**config.mk**
```make
export PLATFORM = sky130hd
export DESIGN_NAME = obstacle_avoid_drive_controller_top_flat
export DESIGN_NICKNAME = d
export VERILOG_FILES = /design/src/oadc_pkg.sv /design/src/oadc_if.sv /design/src/oadc_autopilot.sv /design/src/obstacle_avoid_drive_controller_top.sv /design/src/flat_wrapper.sv
export SDC_FILE = /design/constraint.sdc
export NUM_CORES = 1
export LEC_CHECK = 0
export ABC_CLOCK_PERIOD_IN_PS = 15200
export BUFFER_PORTS_ARGS = -buffer_cell sky130_fd_sc_hd__buf_2
export CORE_UTILIZATION = 66
export DETAILED_ROUTE_END_ITERATION = 8
export PLACE_DENSITY = 0.85
export SLEW_MARGIN = 10
export SYNTH_ARGS = -nofsm -noshare
export SYNTH_HDL_FRONTEND = slang
export SYNTH_HIERARCHICAL = 1
export SYNTH_SLANG_ARGS = --single-unit
export TNS_END_PERCENT = 100
```
**constraint.sdc**
```tcl
create_clock -name clk -period 15.2 [get_ports clk]
set_input_delay 0.76 -clock clk [delete_from_list [all_inputs] [get_ports clk]]
set_output_delay 0.76 -clock clk [all_outputs]
set_load 0.05 [all_outputs]
```
**src/oadc_pkg.sv**
```systemverilog
// shared types, codes, constants and the distance filter for the drive controller
// no dependencies; used by the autopilot, the top level and the testbench
package oadc_pkg;

	localparam logic [8:0] SENSOR_MAX   = 9'd400;
	localparam logic [9:0] SPEED_MAX    = 10'd1000;
	localparam logic [9:0] ZERO_DIST    = 10'd999;
	localparam logic [15:0] DIV10_RECIP = 16'd52429;	// ceil(2^19 / 10)
	localparam int DIV10_SHIFT          = 19;

	localparam int CFG_IDX_W  = 3;
	localparam int CFG_DATA_W = 10;

	localparam logic [CFG_IDX_W-1:0] CFG_FRONT_SAFE = 3'd0;
	localparam logic [CFG_IDX_W-1:0] CFG_SIDE_EMERG = 3'd1;
	localparam logic [CFG_IDX_W-1:0] CFG_BASE_SPEED = 3'd2;
	localparam logic [CFG_IDX_W-1:0] CFG_SPIN_SPEED = 3'd3;
	localparam logic [CFG_IDX_W-1:0] CFG_MAN_SPEED  = 3'd4;
	localparam logic [CFG_IDX_W-1:0] CFG_STEER_GAIN = 3'd5;
	localparam logic [CFG_IDX_W-1:0] CFG_MAX_OFFSET = 3'd6;
	localparam logic [CFG_IDX_W-1:0] CFG_DEADBAND   = 3'd7;

	localparam logic [1:0] CH_LEFT   = 2'd0;
	localparam logic [1:0] CH_CENTRE = 2'd1;
	localparam logic [1:0] CH_RIGHT  = 2'd2;

	// command characters
	localparam logic [7:0] KEY_A_LO = 8'h61;
	localparam logic [7:0] KEY_A_UP = 8'h41;
	localparam logic [7:0] KEY_M_LO = 8'h6d;
	localparam logic [7:0] KEY_M_UP = 8'h4d;
	localparam logic [7:0] KEY_C_LO = 8'h63;
	localparam logic [7:0] KEY_C_UP = 8'h43;
	localparam logic [7:0] KEY_H_LO = 8'h68;
	localparam logic [7:0] KEY_H_UP = 8'h48;
	localparam logic [7:0] KEY_L_LO = 8'h6c;
	localparam logic [7:0] KEY_L_UP = 8'h4c;
	localparam logic [7:0] KEY_F_LO = 8'h66;
	localparam logic [7:0] KEY_F_UP = 8'h46;
	localparam logic [7:0] KEY_B_LO = 8'h62;
	localparam logic [7:0] KEY_B_UP = 8'h42;
	localparam logic [7:0] KEY_R_LO = 8'h72;
	localparam logic [7:0] KEY_R_UP = 8'h52;
	localparam logic [7:0] KEY_S_LO = 8'h73;
	localparam logic [7:0] KEY_S_UP = 8'h53;

	typedef enum logic [1:0] {
		OP_SAMPLE  = 2'd0,
		OP_COMMAND = 2'd1,
		OP_TICK    = 2'd2
	} op_t;

	typedef enum logic [2:0] {
		MC_STOP  = 3'd0,
		MC_FWD   = 3'd1,
		MC_BACK  = 3'd2,
		MC_SPINL = 3'd3,
		MC_SPINR = 3'd4,
		MC_DIFF  = 3'd5,
		MC_NONE  = 3'd6
	} motor_cmd_t;

	typedef enum logic [2:0] {
		LD_STOP  = 3'd0,
		LD_FWD   = 3'd1,
		LD_BACK  = 3'd2,
		LD_LEFT  = 3'd3,
		LD_RIGHT = 3'd4
	} light_dir_t;

	typedef enum logic [1:0] {
		MODE_MANUAL = 2'd0,
		MODE_AUTO   = 2'd1,
		MODE_CTRL   = 2'd2
	} drive_mode_t;

	typedef enum logic [1:0] {
		BZ_NONE = 2'd0,
		BZ_IDLE = 2'd1,
		BZ_HORN = 2'd2,
		BZ_REV  = 2'd3
	} buzzer_t;

	typedef struct packed {
		logic [8:0] front_safe_distance;
		logic [8:0] side_emergency_distance;
		logic [9:0] base_speed;
		logic [9:0] spin_speed;
		logic [9:0] manual_speed;
		logic [5:0] steer_gain;
		logic [9:0] steer_clamp;
		logic [3:0] deadband;
	} cfg_t;

	typedef logic [2:0][8:0] dist_t;

	typedef struct packed {
		motor_cmd_t mc;
		logic [9:0] ls;
		logic [9:0] rs;
		light_dir_t lt;
	} drive_t;

	typedef struct packed {
		motor_cmd_t  motor_command;
		logic [9:0]  left_speed;
		logic [9:0]  right_speed;
		light_dir_t  light_direction;
		drive_mode_t drive_mode;
		logic        headlight;
		buzzer_t     buzzer_request;
	} result_t;

	function automatic logic [9:0] sat1000(input logic [9:0] v);
		return (v > SPEED_MAX) ? SPEED_MAX : v;
	endfunction

	// clamp the raw reading, then replace or blend 30/70 with the stored value
	function automatic logic [8:0] filt_step(input logic [8:0] prev, input logic [9:0] raw);
		logic [8:0]  cur;
		logic [12:0] sum;
		logic [28:0] prod;
		cur = (raw == 10'd0 || raw > {1'b0, SENSOR_MAX}) ? SENSOR_MAX : raw[8:0];
		sum = 13'(prev) * 13'd3 + 13'(cur) * 13'd7;
		prod = 29'(sum) * 29'(DIV10_RECIP);
		if (prev == 9'd0 || prev == SENSOR_MAX)
			return cur;
		return 9'(prod >> DIV10_SHIFT);
	endfunction

endpackage

```
**src/oadc_if.sv**
```systemverilog
// valid/ready channel interfaces for input items and result items
// depends on nothing; field widths follow the controller's item format
interface oadc_req_if;
	logic       valid;
	logic       ready;
	logic [1:0] op;
	logic [1:0] sensor_channel;
	logic [9:0] distance_raw;
	logic [7:0] command_byte;

	modport source(output valid, op, sensor_channel, distance_raw, command_byte,
		input ready);
	modport sink(input valid, op, sensor_channel, distance_raw, command_byte,
		output ready);
endinterface

interface oadc_rsp_if;
	logic       valid;
	logic       ready;
	logic [2:0] motor_command;
	logic [9:0] left_speed;
	logic [9:0] right_speed;
	logic [2:0] light_direction;
	logic [1:0] drive_mode;
	logic       headlight;
	logic [1:0] buzzer_request;

	modport source(output valid, motor_command, left_speed, right_speed, light_direction,
		drive_mode, headlight, buzzer_request, input ready);
	modport sink(input valid, motor_command, left_speed, right_speed, light_direction,
		drive_mode, headlight, buzzer_request, output ready);
endinterface

```
**src/oadc_autopilot.sv**
```systemverilog
// autonomous-mode motor decision: spin away from walls or steer proportionally
// depends on oadc_pkg (cfg_t, dist_t, drive_t, sat1000)
module oadc_autopilot (
	input  oadc_pkg::cfg_t   cfg,
	input  oadc_pkg::dist_t  dists,
	output oadc_pkg::drive_t drv
);

	logic [9:0]         l, c, r, spin;
	logic signed [10:0] diff, dz, db;
	logic signed [17:0] off, lim;
	logic signed [10:0] offc;
	logic signed [11:0] lv, rv;

	always_comb begin
		// a stored zero reads as far away
		l = (dists[oadc_pkg::CH_LEFT] == 9'd0) ? oadc_pkg::ZERO_DIST
			: {1'b0, dists[oadc_pkg::CH_LEFT]};
		c = (dists[oadc_pkg::CH_CENTRE] == 9'd0) ? oadc_pkg::ZERO_DIST
			: {1'b0, dists[oadc_pkg::CH_CENTRE]};
		r = (dists[oadc_pkg::CH_RIGHT] == 9'd0) ? oadc_pkg::ZERO_DIST
			: {1'b0, dists[oadc_pkg::CH_RIGHT]};
		spin = oadc_pkg::sat1000(cfg.spin_speed);

		diff = $signed({1'b0, l}) - $signed({1'b0, r});
		db   = $signed({7'd0, cfg.deadband});
		dz   = (diff >= -db && diff <= db) ? 11'sd0 : diff;
		off  = 18'(dz) * $signed({12'd0, cfg.steer_gain});
		lim  = $signed({8'd0, cfg.steer_clamp});
		if (off > lim)
			offc = 11'(lim);
		else if (off < -lim)
			offc = 11'(-lim);
		else
			offc = 11'(off);
		lv = $signed({2'b0, cfg.base_speed}) - 12'(offc);
		rv = $signed({2'b0, cfg.base_speed}) + 12'(offc);

		drv.rs = 10'd0;
		drv.ls = spin;
		if (c < {1'b0, cfg.front_safe_distance}) begin
			if (l >= r) begin
				drv.mc = oadc_pkg::MC_SPINL;
				drv.lt = oadc_pkg::LD_LEFT;
			end else begin
				drv.mc = oadc_pkg::MC_SPINR;
				drv.lt = oadc_pkg::LD_RIGHT;
			end
		end else if (l < {1'b0, cfg.side_emergency_distance}) begin
			drv.mc = oadc_pkg::MC_SPINR;
			drv.lt = oadc_pkg::LD_RIGHT;
		end else if (r < {1'b0, cfg.side_emergency_distance}) begin
			drv.mc = oadc_pkg::MC_SPINL;
			drv.lt = oadc_pkg::LD_LEFT;
		end else begin
			drv.mc = oadc_pkg::MC_DIFF;
			drv.lt = oadc_pkg::LD_FWD;
			if (lv < 12'sd0)
				drv.ls = 10'd0;
			else if (lv > $signed({2'b0, oadc_pkg::SPEED_MAX}))
				drv.ls = oadc_pkg::SPEED_MAX;
			else
				drv.ls = lv[9:0];
			if (rv < 12'sd0)
				drv.rs = 10'd0;
			else if (rv > $signed({2'b0, oadc_pkg::SPEED_MAX}))
				drv.rs = oadc_pkg::SPEED_MAX;
			else
				drv.rs = rv[9:0];
		end
	end

endmodule

```
**src/obstacle_avoid_drive_controller_top.sv**
```systemverilog
// obstacle-avoiding drive controller: filters, command decoder, motor decision
// depends on oadc_pkg, oadc_if (oadc_req_if, oadc_rsp_if) and oadc_autopilot
//
//  port      | direction | contents
//  ----------+-----------+-----------------------------------------------------
//  req       | in        | op, sensor_channel, distance_raw, command_byte
//  rsp       | out       | motor_command, speeds, light_direction, mode, etc.
//  cfg_*     | in        | write enable, register index, write data
//
// every item gives exactly one result item, through the input stage and then the result register
// one item per cycle while the result side does not stall: all the work sits between the input stage and
// the result register, with filter, decoder and steering in a single pass
// arst_n clears the stages, the mode, direction and headlight, sets the
// distances to the sensor maximum and the registers to their defaults
// a stalled result holds the input stage; req.ready drops only when both are full
module obstacle_avoid_drive_controller_top (
	input  logic                            clk,
	input  logic                            arst_n,
	input  logic                            cfg_we,
	input  logic [oadc_pkg::CFG_IDX_W-1:0]  cfg_index,
	input  logic [oadc_pkg::CFG_DATA_W-1:0] cfg_data,
	oadc_req_if.sink                        req,
	oadc_rsp_if.source                      rsp
);

	// configuration registers
	oadc_pkg::cfg_t cfg_q;

	// controller state
	logic [8:0]            dist_q [3];
	oadc_pkg::drive_mode_t mode_q;
	oadc_pkg::light_dir_t  dir_q;
	logic                  hl_q;

	// input stage
	logic       valid_s1;
	logic [1:0] op_s1;
	logic [1:0] ch_s1;
	logic [9:0] raw_s1;
	logic [7:0] cb_s1;

	// result register
	logic              out_valid_q;
	oadc_pkg::result_t result_q;

	// next state and result
	logic [8:0]            dist_d [3];
	oadc_pkg::drive_mode_t mode_d;
	oadc_pkg::light_dir_t  dir_d;
	logic                  hl_d;
	oadc_pkg::result_t     res;
	oadc_pkg::dist_t       dist_pk;
	oadc_pkg::drive_t      auto_drv;
	logic                  dir_hit;
	oadc_pkg::light_dir_t  dir_new;
	logic                  advance;

	// input stage moves on when the result register is free or being emptied
	assign advance   = valid_s1 && (!out_valid_q || rsp.ready);
	assign req.ready = !valid_s1 || advance;

	always_ff @(posedge clk or negedge arst_n) begin
		if (!arst_n) begin
			cfg_q.front_safe_distance     <= 9'd25;
			cfg_q.side_emergency_distance <= 9'd7;
			cfg_q.base_speed              <= 10'd700;
			cfg_q.spin_speed              <= 10'd750;
			cfg_q.manual_speed            <= 10'd800;
			cfg_q.steer_gain              <= 6'd15;
			cfg_q.steer_clamp             <= 10'd200;
			cfg_q.deadband                <= 4'd2;
		end else if (cfg_we) begin
			case (cfg_index)
				oadc_pkg::CFG_FRONT_SAFE: cfg_q.front_safe_distance     <= cfg_data[8:0];
				oadc_pkg::CFG_SIDE_EMERG: cfg_q.side_emergency_distance <= cfg_data[8:0];
				oadc_pkg::CFG_BASE_SPEED: cfg_q.base_speed              <= cfg_data;
				oadc_pkg::CFG_SPIN_SPEED: cfg_q.spin_speed              <= cfg_data;
				oadc_pkg::CFG_MAN_SPEED:  cfg_q.manual_speed            <= cfg_data;
				oadc_pkg::CFG_STEER_GAIN: cfg_q.steer_gain              <= cfg_data[5:0];
				oadc_pkg::CFG_MAX_OFFSET: cfg_q.steer_clamp             <= cfg_data;
				oadc_pkg::CFG_DEADBAND:   cfg_q.deadband                <= cfg_data[3:0];
				default: ;
			endcase
		end
	end

	// input stage capture
	always_ff @(posedge clk or negedge arst_n) begin
		if (!arst_n) begin
			valid_s1 <= 1'b0;
		end else if (req.ready) begin
			valid_s1 <= req.valid;
		end
	end

	always_ff @(posedge clk) begin
		if (req.valid && req.ready) begin
			op_s1  <= req.op;
			ch_s1  <= req.sensor_channel;
			raw_s1 <= req.distance_raw;
			cb_s1  <= req.command_byte;
		end
	end

	assign dist_pk[oadc_pkg::CH_LEFT]   = dist_q[0];
	assign dist_pk[oadc_pkg::CH_CENTRE] = dist_q[1];
	assign dist_pk[oadc_pkg::CH_RIGHT]  = dist_q[2];

	oadc_autopilot u_autopilot (
		.cfg   (cfg_q),
		.dists (dist_pk),
		.drv   (auto_drv)
	);

	// item decode and state update, all in one pass
	always_comb begin
		dist_d  = dist_q;
		mode_d  = mode_q;
		dir_d   = dir_q;
		hl_d    = hl_q;
		dir_hit = 1'b0;
		dir_new = oadc_pkg::LD_STOP;

		res.motor_command   = oadc_pkg::MC_NONE;
		res.left_speed      = 10'd0;
		res.right_speed     = 10'd0;
		res.light_direction = oadc_pkg::LD_STOP;
		res.buzzer_request  = oadc_pkg::BZ_NONE;

		case (oadc_pkg::op_t'(op_s1))
			oadc_pkg::OP_SAMPLE: begin
				case (ch_s1)
					oadc_pkg::CH_LEFT:   dist_d[0] = oadc_pkg::filt_step(dist_q[0], raw_s1);
					oadc_pkg::CH_CENTRE: dist_d[1] = oadc_pkg::filt_step(dist_q[1], raw_s1);
					oadc_pkg::CH_RIGHT:  dist_d[2] = oadc_pkg::filt_step(dist_q[2], raw_s1);
					default: ;	// no fourth sensor
				endcase
			end
			oadc_pkg::OP_COMMAND: begin
				if (cb_s1 inside {oadc_pkg::KEY_A_LO, oadc_pkg::KEY_A_UP}) begin
					mode_d                = oadc_pkg::MODE_AUTO;
					res.motor_command     = oadc_pkg::MC_STOP;
					res.buzzer_request    = oadc_pkg::BZ_IDLE;
				end else if (cb_s1 inside {oadc_pkg::KEY_M_LO, oadc_pkg::KEY_M_UP}) begin
					mode_d                = oadc_pkg::MODE_MANUAL;
					dir_d                 = oadc_pkg::LD_STOP;
					res.motor_command     = oadc_pkg::MC_STOP;
					res.buzzer_request    = oadc_pkg::BZ_IDLE;
				end else if (cb_s1 inside {oadc_pkg::KEY_C_LO, oadc_pkg::KEY_C_UP}) begin
					mode_d                = oadc_pkg::MODE_CTRL;
					res.motor_command     = oadc_pkg::MC_STOP;
					res.buzzer_request    = oadc_pkg::BZ_IDLE;
				end else if (cb_s1 inside {oadc_pkg::KEY_H_LO, oadc_pkg::KEY_H_UP}) begin
					res.buzzer_request    = oadc_pkg::BZ_HORN;
				end else if (cb_s1 == oadc_pkg::KEY_L_UP) begin
					// capital L is always the headlight, never left
					hl_d = !hl_q;
				end else if (mode_q != oadc_pkg::MODE_AUTO) begin
					dir_hit = 1'b1;
					if (cb_s1 inside {oadc_pkg::KEY_F_LO, oadc_pkg::KEY_F_UP})
						dir_new = oadc_pkg::LD_FWD;
					else if (cb_s1 inside {oadc_pkg::KEY_B_LO, oadc_pkg::KEY_B_UP})
						dir_new = oadc_pkg::LD_BACK;
					else if (cb_s1 == oadc_pkg::KEY_L_LO)
						dir_new = oadc_pkg::LD_LEFT;
					else if (cb_s1 inside {oadc_pkg::KEY_R_LO, oadc_pkg::KEY_R_UP})
						dir_new = oadc_pkg::LD_RIGHT;
					else if (cb_s1 inside {oadc_pkg::KEY_S_LO, oadc_pkg::KEY_S_UP})
						dir_new = oadc_pkg::LD_STOP;
					else
						dir_hit = 1'b0;
					if (dir_hit) begin
						dir_d = dir_new;
						if (dir_new != dir_q)
							res.buzzer_request = (dir_new == oadc_pkg::LD_BACK)
								? oadc_pkg::BZ_REV : oadc_pkg::BZ_IDLE;
					end
				end
			end
			oadc_pkg::OP_TICK: begin
				if (mode_q != oadc_pkg::MODE_AUTO) begin
					// manual and controller modes follow the stored direction
					if (dir_q != oadc_pkg::LD_STOP) begin
						res.motor_command   = oadc_pkg::motor_cmd_t'(3'(dir_q));
						res.left_speed      = oadc_pkg::sat1000(cfg_q.manual_speed);
						res.light_direction = dir_q;
					end else begin
						res.motor_command   = oadc_pkg::MC_STOP;
					end
				end else begin
					res.motor_command   = auto_drv.mc;
					res.left_speed      = auto_drv.ls;
					res.right_speed     = auto_drv.rs;
					res.light_direction = auto_drv.lt;
				end
			end
			default: ;	// unused opcode: result is none
		endcase

		res.drive_mode = mode_d;
		res.headlight  = hl_d;
	end

	// state commits together with the result
	always_ff @(posedge clk or negedge arst_n) begin
		if (!arst_n) begin
			dist_q[0] <= oadc_pkg::SENSOR_MAX;
			dist_q[1] <= oadc_pkg::SENSOR_MAX;
			dist_q[2] <= oadc_pkg::SENSOR_MAX;
			mode_q    <= oadc_pkg::MODE_MANUAL;
			dir_q     <= oadc_pkg::LD_STOP;
			hl_q      <= 1'b0;
		end else if (advance) begin
			dist_q <= dist_d;
			mode_q <= mode_d;
			dir_q  <= dir_d;
			hl_q   <= hl_d;
		end
	end

	// result register
	always_ff @(posedge clk or negedge arst_n) begin
		if (!arst_n) begin
			out_valid_q <= 1'b0;
		end else if (advance) begin
			out_valid_q <= 1'b1;
		end else if (rsp.ready) begin
			out_valid_q <= 1'b0;
		end
	end

	always_ff @(posedge clk) begin
		if (advance)
			result_q <= res;
	end

	assign rsp.valid           = out_valid_q;
	assign rsp.motor_command   = result_q.motor_command;
	assign rsp.left_speed      = result_q.left_speed;
	assign rsp.right_speed     = result_q.right_speed;
	assign rsp.light_direction = result_q.light_direction;
	assign rsp.drive_mode      = result_q.drive_mode;
	assign rsp.headlight       = result_q.headlight;
	assign rsp.buzzer_request  = result_q.buzzer_request;

`ifndef NO_ASSERTIONS
	// a waiting item in the input stage is never dropped while the output stalls
	a_hold_s1: assert property (@(posedge clk) disable iff (!arst_n)
		valid_s1 && !advance |=> valid_s1)
		else $error("input stage item lost during stall");

	// differential drive only comes out of autonomous mode
	a_diff_auto: assert property (@(posedge clk) disable iff (!arst_n)
		out_valid_q && result_q.motor_command == oadc_pkg::MC_DIFF
		|-> result_q.drive_mode == oadc_pkg::MODE_AUTO)
		else $error("differential command outside autonomous mode");

	// filtered distances stay within one to the sensor maximum
	a_dist_range: assert property (@(posedge clk) disable iff (!arst_n)
		dist_q[0] != 9'd0 && dist_q[0] <= oadc_pkg::SENSOR_MAX &&
		dist_q[1] != 9'd0 && dist_q[1] <= oadc_pkg::SENSOR_MAX &&
		dist_q[2] != 9'd0 && dist_q[2] <= oadc_pkg::SENSOR_MAX)
		else $error("filtered distance out of range");
`endif

endmodule

```
**src/flat_wrapper.sv**
```systemverilog
// flat-port wrapper written by rule: the top's interface ports become plain ports
module obstacle_avoid_drive_controller_top_flat 
  (clk, arst_n, cfg_we, cfg_index, cfg_data, req_valid, req_op, req_sensor_channel, req_distance_raw, req_command_byte, req_ready, rsp_valid, rsp_motor_command, rsp_left_speed, rsp_right_speed, rsp_light_direction, rsp_drive_mode, rsp_headlight, rsp_buzzer_request, rsp_ready);
  oadc_req_if req_i ();
  oadc_rsp_if rsp_i ();
  input  logic clk;
  input  logic arst_n;
  input  logic cfg_we;
  input  logic [oadc_pkg::CFG_IDX_W-1:0] cfg_index;
  input  logic [oadc_pkg::CFG_DATA_W-1:0] cfg_data;
  input wire logic [$bits(req_i.valid)-1:0] req_valid;
  input wire logic [$bits(req_i.op)-1:0] req_op;
  input wire logic [$bits(req_i.sensor_channel)-1:0] req_sensor_channel;
  input wire logic [$bits(req_i.distance_raw)-1:0] req_distance_raw;
  input wire logic [$bits(req_i.command_byte)-1:0] req_command_byte;
  output wire logic [$bits(req_i.ready)-1:0] req_ready;
  output wire logic [$bits(rsp_i.valid)-1:0] rsp_valid;
  output wire logic [$bits(rsp_i.motor_command)-1:0] rsp_motor_command;
  output wire logic [$bits(rsp_i.left_speed)-1:0] rsp_left_speed;
  output wire logic [$bits(rsp_i.right_speed)-1:0] rsp_right_speed;
  output wire logic [$bits(rsp_i.light_direction)-1:0] rsp_light_direction;
  output wire logic [$bits(rsp_i.drive_mode)-1:0] rsp_drive_mode;
  output wire logic [$bits(rsp_i.headlight)-1:0] rsp_headlight;
  output wire logic [$bits(rsp_i.buzzer_request)-1:0] rsp_buzzer_request;
  input wire logic [$bits(rsp_i.ready)-1:0] rsp_ready;
  assign req_i.valid = req_valid;
  assign req_i.op = req_op;
  assign req_i.sensor_channel = req_sensor_channel;
  assign req_i.distance_raw = req_distance_raw;
  assign req_i.command_byte = req_command_byte;
  assign req_ready = req_i.ready;
  assign rsp_valid = rsp_i.valid;
  assign rsp_motor_command = rsp_i.motor_command;
  assign rsp_left_speed = rsp_i.left_speed;
  assign rsp_right_speed = rsp_i.right_speed;
  assign rsp_light_direction = rsp_i.light_direction;
  assign rsp_drive_mode = rsp_i.drive_mode;
  assign rsp_headlight = rsp_i.headlight;
  assign rsp_buzzer_request = rsp_i.buzzer_request;
  assign rsp_i.ready = rsp_ready;
  obstacle_avoid_drive_controller_top u_core (.clk(clk), .arst_n(arst_n), .cfg_we(cfg_we), .cfg_index(cfg_index), .cfg_data(cfg_data), .req(req_i), .rsp(rsp_i));
endmodule
```
# Yosys cells after proc, flatten, opt, wreduce, memory -nomap -nowiden
# Index checks and enable logic that the tools add are counted.
[word_totals]
out_inout_bits = 33
elab_cells = 243
input_bits = 40
ff_bits = 156
[op_classes]
n_eq_ne = 38
reduce_logical = 46
multipliers = 8
addsub = 8
n_mux = 96
order_cmp = 15
bitwise_logic = 3
[op_table]
columns = ["op", "n"]
rows = [
  ["$eq 8x7->1 const B", 18],
  ["$mux 10", 10],
  ["$mul 13x16->28 const B", 3],
  ["$mux 3", 28],
  ["$mux 9", 7],
  ["$mux 20", 3],
  ["$add 11x12->13", 3],
  ["$mul 9x2->11 const B", 3],
  ["$mux 11", 3],
  ["$mux 1", 32],
  ["$lt 10x9->1", 3],
  ["$eq 9x9->1 const B", 3],
  ["$logic_not 9->1", 3],
  ["$gt 12x11->1 const B", 2],
  ["$lt 12x1->1 const B", 2],
  ["$mux 2", 11],
  ["$reduce_bool 2->1", 11],
  ["$gt 10x10->1 const B", 2],
  ["$gt 18x11->1", 1],
  ["$lt 18x18->1", 1],
  ["$mul 11x7->18", 1],
  ["$neg 10->18", 1],
  ["$reduce_and 2->1", 8],
  ["$mux 13", 1],
  ["other kinds (30)", 54],
]

# Depth between registers and ports, before layout
# Gate-level depths: netlist of run 1.
[logic_depth]
depth_word = 23
mapped_depth = 63

# Cells and area by module
# The synthesis of run 1 kept the hierarchy.
[modules_own_cells]
columns = ["module", "cells_per_inst", "instances", "area_per_inst_um2"]
rows = [
  ["obstacle_avoid_drive_controller_top", 1698, 1, 17661.9],
  ["oadc_autopilot", 944, 1, 7074.3],
]

# Worst setup path before layout of run 1
# Ideal clock, no wire load.
[synth_timing]
kind = "reg-to-reg"
from = "reg u_core.dist_q (netlist bit u_core/dist_pk[24])"
to = "reg u_core.result_q (netlist bit u_core/rsp.left_speed[0]) (data pin)"
arrival_time_ns = 13.386
path_stages_with_launch = 59
slack_ns = 1.558
path_cell_list = "dfrtp_1 > or4_1 > nor3_1 > or2_2 > ha_1 > inv_1 > fa_1 > and2_1 > a221oi_2 > nor2_1 > a21o_1 > a21oi_1 > xor2_1 > inv_1 > ha_1 > nand4_1 > o31ai_1 > o21ai_1 > [23 not listed] > o21a_1 > a31oi_1 > o211ai_4 > clkbuf_1 > a31oi_1 > o22a_1 > ha_1 > clkbuf_1 > a21oi_1 > a2111oi_0 > nor2_1 > a221oi_1 > xnor2_1 > o41a_1 > o211ai_1 > mux2i_1 > a22o_1 > a22o_1"
[synth_lines]
columns = ["element", "line", "text"]
rows = [
  ["from (decl)", "obstacle_avoid_drive_controller_top.sv:30", "logic [8:0] dist_q [3];"],
  ["from (signal assigned)", "obstacle_avoid_drive_controller_top.sv:214", "dist_q <= dist_d;"],
  ["to (signal assigned)", "obstacle_avoid_drive_controller_top.sv:234", "result_q <= res;"],
  ["to (decl)", "obstacle_avoid_drive_controller_top.sv:44", "oadc_pkg::result_t result_q;"],
]

==> results of run 1 <==
[worst max-delay path by stage]
stage	from	end	slack (ns)	depth (start not counted)
final	u_core/dist_pk[24]	u_core/rsp.left_speed[2]	0.72	57
after global routing	u_core/dist_pk[24]	u_core/rsp.left_speed[2]	-0.05	57
after CTS	u_core/dist_pk[24]	u_core/rsp.left_speed[2]	0.02	57
after detailed placement	u_core/dist_pk[24]	u_core/rsp.left_speed[2]	0.09	57
after global placement	u_core/dist_pk[24]	u_core/rsp.left_speed[0]	0.78	57
after floorplan	u_core/dist_pk[24]	u_core/rsp.left_speed[0]	1.56	58
[registers in the layout, indices dropped and copies added (netlist names)]
name,flops
u_core/rsp.motor_command,3
u_core/dir_q,3
u_core/rsp.headlight,1
u_core/mode_q,2
u_core/rsp.light_direction,3
u_core/cb_s1,8
u_core/op_s1,2
u_core/cfg_q,68
u_core/raw_s1,10
u_core/valid_s1,1
u_core/rsp.right_speed,10
u_core/hl_q,1
u_core/rsp.buzzer_request,2
u_core/rsp.valid,1
u_core/rsp.left_speed,10
u_core/dist_pk,27
u_core/rsp.drive_mode,2
u_core/ch_s1,2
[Yosys cell counts (all sizes together) (14+ instances only)]
cell type	instances
a211oi	21
a21o	42
a21oi	119
a31oi	28
and2	24
and3	49
clkbuf	41
dfrtp	64
dfstp	39
edfxtp	53
fa	223
ha	432
inv	521
mux2	74
nand2	116
nand2b	22
nand3	46
nand4	14
nor2	120
nor2b	20
nor3	77
nor4	17
o211ai	18
o21a	22
o21ai	65
o31ai	14
or2	34
or3	15
xnor2	81
xor2	32
[cell families after synthesis]
family / after synthesis / synth area share (%)
multiplexers: 87 / 3.96
AO/OA/AOI/OAI: 473 / 13.7
flip-flops: 156 / 17.1
buffers and inverters: 570 / 8.72
adder cells (fa/ha/maj): 655 / 39.9
XOR/XNOR: 113 / 4.37
AND/OR/NAND/NOR: 588 / 12.3
[final cells by class]
class                           count  area (um^2)
Antenna cell                        1         2.50
Clock buffer                       20          458
Clock inverter                     12          130
Fill cell                        2697        10500
Inverter                          522         1960
Multi-Input combinational cell   1917        18500
Sequential cell                   156         4220
Tap cell                          468          586
Timing Repair Buffer               86          468
[metal layers]
layer  part of all wire (%)  GRT usage (%)  vias up
li1                       -              -     9155
met1                     40           38.9     9531
met2                     50           57.2      678
met3                    5.4           4.18      197
met4                    3.9           13.8        0
met5                      0              0        -
[per-stage QoR]
| step | cells | hold WS, ns | cell area, um^2 | setup slack, ns | util, % |
|---|---|---|---|---|---|
| after floorplan | 2642 | 0.457 | 24700 | 1.56 | - |
| after detailed placement | 3144 | 0.482 | 25600 | 0.0893 | 69.5 |
| after CTS | 3176 | 0.395 | 26200 | 0.0168 | 71.1 |
| final | 3182 | 0.378 | 26300 | 0.721 | 71.5 |
| after global routing | 3182 | 0.439 | 26300 | -0.0493 | 71.5 |
| after global placement | 3144 | 0.475 | 25600 | 0.784 | 69.5 |
[repair_timing]
action                     CTS  global route
setup endpoints to repair    0            20
resized for setup            0            17
setup buffers                0             4
hold endpoints to repair     0             0
==> impl_metrics.env, run 1 <==
export IMPL_synth_avg_cell_area_um2=9.36
export IMPL_clkLatencyLatePin_ns=0.46
export IMPL_grt_total_usage_pct=32.1
export IMPL_rows=70
export IMPL_place_detailed_hpwl_mm=49.0
export IMPL_async_flop_share_pct=66.0
export IMPL_synth_warnings=6
export IMPL_slowest_delay_ns=0.63
export IMPL_initialDrtViolationCount=1391
export IMPL_totalWireLength_mm=60.0
export IMPL_status="completed"
export IMPL_start_util_pct=67.2
export IMPL_drc=0
export IMPL_crit_required_ns=15.40
export IMPL_syn_inst=2642
export IMPL_final_hold_viol_count=0
export IMPL_crit_fanout=25
export IMPL_gr_total_overflow=0
export IMPL_wl_per_cell_um=18.9
export IMPL_io_pins=73
export IMPL_cts_root_buf="clkbuf_16"
export IMPL_die_area_mm2=0.0383
export IMPL_ys_types=101
export IMPL_clock_path_buffers=2
export IMPL_synth_ff_type="dfrtp_1"
export IMPL_mostFrequentLayoutCells="519 x inv_1, 432 x ha_1, 223 x fa_1, 120 x nor2_1"
export IMPL_critical_path_top_delay_family="compound AO/OA/AOI/OAI gates"
export IMPL_netlist_top_cells_area="ha_1 22%, fa_1 18%, inv_1 7.9%, dfrtp_1 6.5%, edfxtp_1 6.4%"
export IMPL_synth_top_cell_area_share_pct=21.9
export IMPL_tns_ns=0
export IMPL_slew_headroom_pct=27.9
export IMPL_syn_area_mm2=0.0247
export IMPL_tightest_slew_ns=1.08
export IMPL_crit_type="flop to flop"
export IMPL_endpoint_kind="flop"
export IMPL_die_w_um=196
export IMPL_synth_edf_count=53
export IMPL_path_buf_inv=8
export IMPL_hold_buffers=0
export IMPL_synthesis_nets=3337
export IMPL_yosysSeqAreaShare_pct=17.1
export IMPL_gp_congestion=0.975
export IMPL_yosys_register_bits=156
export IMPL_maxCapViolCount=0
export IMPL_period_share_pct=95.3
export IMPL_vias=19600
export IMPL_final_common_cell="inv_1"
export IMPL_rr_startpoint="u_core/dist_pk[24]"
export IMPL_regToRegSetupSlack_ns=0.72
export IMPL_numCtsBuffers=17
export IMPL_final_antenna_net_count=0
export IMPL_hold_class="input port to async pin"
export IMPL_cts_tree="yes"
export IMPL_worstPathArrival_ns=14.68
export IMPL_io_buffers=72
export IMPL_dr_pass1_iters=6
export IMPL_die_height_um=196
export IMPL_viasPerCell=6.15
export IMPL_grt_max_degree=58
export IMPL_r2r_cells=57
export IMPL_antenna_found_initial=1
export IMPL_synth_top_cell_by_area="ha_1"
export IMPL_syn_to_final_growth_pct=6.28
export IMPL_num_nets_final=3395
export IMPL_cts_reportedPaths_clkPinSlew_ns=0.07
export IMPL_period_minus_slack_ns=14.48
export IMPL_setup_viol=0
export IMPL_clock_sinks=156
export IMPL_core_mm2=0.0368
export IMPL_critPathLaunchType="flop"
export IMPL_clock_skew_ns=0.0135
export IMPL_path_common_cell="inv_1"
export IMPL_htreeDepth=4
export IMPL_final_layout_size_suffix_gt1_share_pct=11.8
export IMPL_grt_pass1_vias=20300
export IMPL_maxSlewViolCount=0
export IMPL_grt_pass1_wl_mm=98.1
export IMPL_slowest_stage="or4_1"
export IMPL_r2r_end="u_core/rsp.left_speed[2]"
export IMPL_fmax_mhz=69.1
Power of run 1 is not shown: default switching activity piles up to over one toggle a cycle in this logic, so the estimate is an artifact.
==> run 2: changes to the inputs <==
--- a/config.mk
+++ b/config.mk
@@ -7,12 +7,12 @@
 export LEC_CHECK = 0
 export ABC_CLOCK_PERIOD_IN_PS = 15200
 export BUFFER_PORTS_ARGS = -buffer_cell sky130_fd_sc_hd__buf_2
+export CORE_ASPECT_RATIO = 1.25
 export CORE_UTILIZATION = 66
 export DETAILED_ROUTE_END_ITERATION = 8
 export PLACE_DENSITY = 0.85
 export SLEW_MARGIN = 10
 export SYNTH_ARGS = -nofsm -noshare
 export SYNTH_HDL_FRONTEND = slang
-export SYNTH_HIERARCHICAL = 1
 export SYNTH_SLANG_ARGS = --single-unit
 export TNS_END_PERCENT = 100
==> run 2 against run 1 <==
Non-clock buffer count rose by 11. Final area fell by 2.8%. Die area fell by 3.6%. Routed wire length fell by 3.5%. Global-route usage rose by 0.41 points. Area after synthesis fell by 3.7%. Clock skew rose by 0.0023 ns.
==> impl_metrics.env, run 2 <==
export IMPL_setup_ws_ns=0.408
export IMPL_maxSlewViolCount=0
export IMPL_core_mm2=0.0355
export IMPL_dpl_worst_slack_ns=0.0400
export IMPL_fmax_mhz=67.6
export IMPL_rr_startpoint="u_core.dist_pk[22]"
export IMPL_dr_pass1_iters=9
export IMPL_yosys_register_bits=156
export IMPL_critical_path_top_delay_family="compound AO/OA/AOI/OAI gates"
export IMPL_clock_sinks=156
export IMPL_largest_reg_flops=68
export IMPL_async_flop_share_pct=66.0
export IMPL_slowest_stage="dfstp_2"
export IMPL_mostFrequentLayoutCells="531 x inv_1, 432 x ha_1, 230 x fa_1, 150 x a21oi_1, 119 x nand2_1"
export IMPL_endpoint_kind="flop"
export IMPL_fillers=2563
export IMPL_top_register="u_core.cfg_q"
export IMPL_cts_tree="yes"
export IMPL_synth_top_cell_area_share_pct=22.7
export IMPL_hold_buffers=0
export IMPL_gr_total_overflow=0
export IMPL_status="completed"
export IMPL_register_area_mm2=0.00422
export IMPL_totalWireLength_mm=57.9
export IMPL_crit_fanout=11
export IMPL_numCtsBuffers=17
export IMPL_io_pins=73
export IMPL_wl_per_cell_um=18.6
export IMPL_grt_pass1_wl_mm=95.3
export IMPL_antenna_found_initial=0
export IMPL_path_buf_inv=8
export IMPL_slowest_delay_ns=0.58
export IMPL_tightest_slew_ns=1.13
export IMPL_cts_reportedPaths_clkPinSlew_ns=0.07
export IMPL_crit_type="flop to flop"
export IMPL_die_height_um=214
export IMPL_io_buffers=72
export IMPL_num_nets_final=3325
export IMPL_clock_path_buffers=2
export IMPL_path_common_cell="inv_1"
export IMPL_ys_types=87
export IMPL_clkLatencyLatePin_ns=0.44
export IMPL_final_antenna_net_count=0
export IMPL_grt_total_usage_pct=32.5
export IMPL_syn_inst=2545
export IMPL_critPathLaunchType="flop"
export IMPL_viasPerCell=6.02
export IMPL_gp_congestion=0.980
export IMPL_multi_input_area_mm2=0.0176
export IMPL_cts_root_buf="clkbuf_16"
export IMPL_hold_class="input port to async pin"
export IMPL_grt_max_degree=61
export IMPL_crit_required_ns=15.38
export IMPL_place_detailed_hpwl_mm=47.5
export IMPL_critPathLaunch="u_core.dist_pk[22]"
export IMPL_grt_pass1_vias=20200
export IMPL_slew_headroom_pct=24.2
export IMPL_initialDrtViolationCount=1336
export IMPL_htreeDepth=4
export IMPL_worstPathArrival_ns=14.97
export IMPL_rows=77
export IMPL_synth_avg_cell_area_um2=9.36
export IMPL_synth_warnings=0
export IMPL_yosysMostFrequentCell="inv_1"
export IMPL_antenna_cells=0
export IMPL_synth_top_cell_by_area="ha_1"
export IMPL_vias=18700
export IMPL_die_w_um=172
export IMPL_die_area_mm2=0.0369
export IMPL_netlist_top_cells_area="ha_1 23%, fa_1 19%, inv_1 8.4%, dfrtp_1 6.7%, edfxtp_1 6.7%"
export IMPL_final_common_cell="inv_1"
export IMPL_drc=0
export IMPL_clock_skew_ns=0.0158
export IMPL_start_util_pct=67.2
export IMPL_setup_viol=0
export IMPL_syn_to_final_growth_pct=7.22
export IMPL_period_minus_slack_ns=14.79
export IMPL_yosysSeqAreaShare_pct=17.7
export IMPL_period_share_pct=97.3
export IMPL_final_hold_viol_count=0
export IMPL_final_layout_size_suffix_gt1_share_pct=10.6
export IMPL_synth_ff_type="dfrtp_1"
export IMPL_maxCapViolCount=0
export IMPL_syn_area_mm2=0.0238
export IMPL_synthesis_nets=3247
export IMPL_synth_top_cells_by_count="536 x inv_1, 432 x ha_1, 230 x fa_1, 152 x a21oi_1, 120 x nand2_1"
export IMPL_synth_edf_count=53
[run 2: per-stage QoR]
stage | hold slack, ns | cells | util (%) | setup TNS (ns) | cell area (um^2)
after global routing | 0.365 | 3110 | 72.1 | -2.14 | 25600
after global placement | 0.473 | 3065 | 69.7 | 0 | 24700
after detailed placement | 0.481 | 3065 | 69.7 | 0 | 24700
final | 0.327 | 3110 | 72.1 | 0 | 25600
after CTS | 0.347 | 3097 | 71.4 | 0 | 25300
after floorplan | 0.457 | 2545 | - | 0 | 23800
[run 2: worst paths after layout]
| check | endpoint | slack [ns] | depth (start not counted) |
|---|---|---|---|
| worst min register to register | u_core.hl_q | 0.49 | 1 |
| worst max-delay path | u_core.rsp.left_speed[4] | 0.41 | 63 |
| max in group asynchronous | u_core.cfg_q[8] | 13.66 | 2 |
| min in group clk | u_core.hl_q | 0.49 | 1 |
| worst min-delay path | u_core.cfg_q[34] | 0.33 | 1 |
| worst max register to register | u_core.rsp.left_speed[4] | 0.41 | 63 |
[run 2: kinds of logic (layout without fill, tap and decap cells)]
kind of cell	Yosys count	after routing	share of synthesized area [%]
and+or+nand+nor	494	494	10.7
muxes	64	64	2.97
buffers and inverters	574	665	9.07
DFF	156	156	17.7
AOI/OAI and AO/OA	484	484	13.3
xor gates and xnor gates	109	109	4.16
adders and majority gates	664	664	42.1
[run 2: layer usage]
metal	global-route usage, %	wire length (um)
met5	0	0
met4	19.8	3640
met3	3.91	2780
met2	58.6	30100
met1	35.9	21400
[run 2: repair_timing]
item,4_1_cts,5_1_grt
endpoints found under the setup margin,2,20
pin swaps,0,6
buffers inserted,0,13
gates resized for setup,3,33
[run 2: cell type report]
cell class	count	area share, %
tap	474	2.32
clock inverter	15	0.617
timing repair buffer	97	2.15
inverter	536	7.89
clock buffer	17	1.66
sequential	156	16.5
multi-input combinational	1815	68.8
Power of run 2 is left out for the same reason.
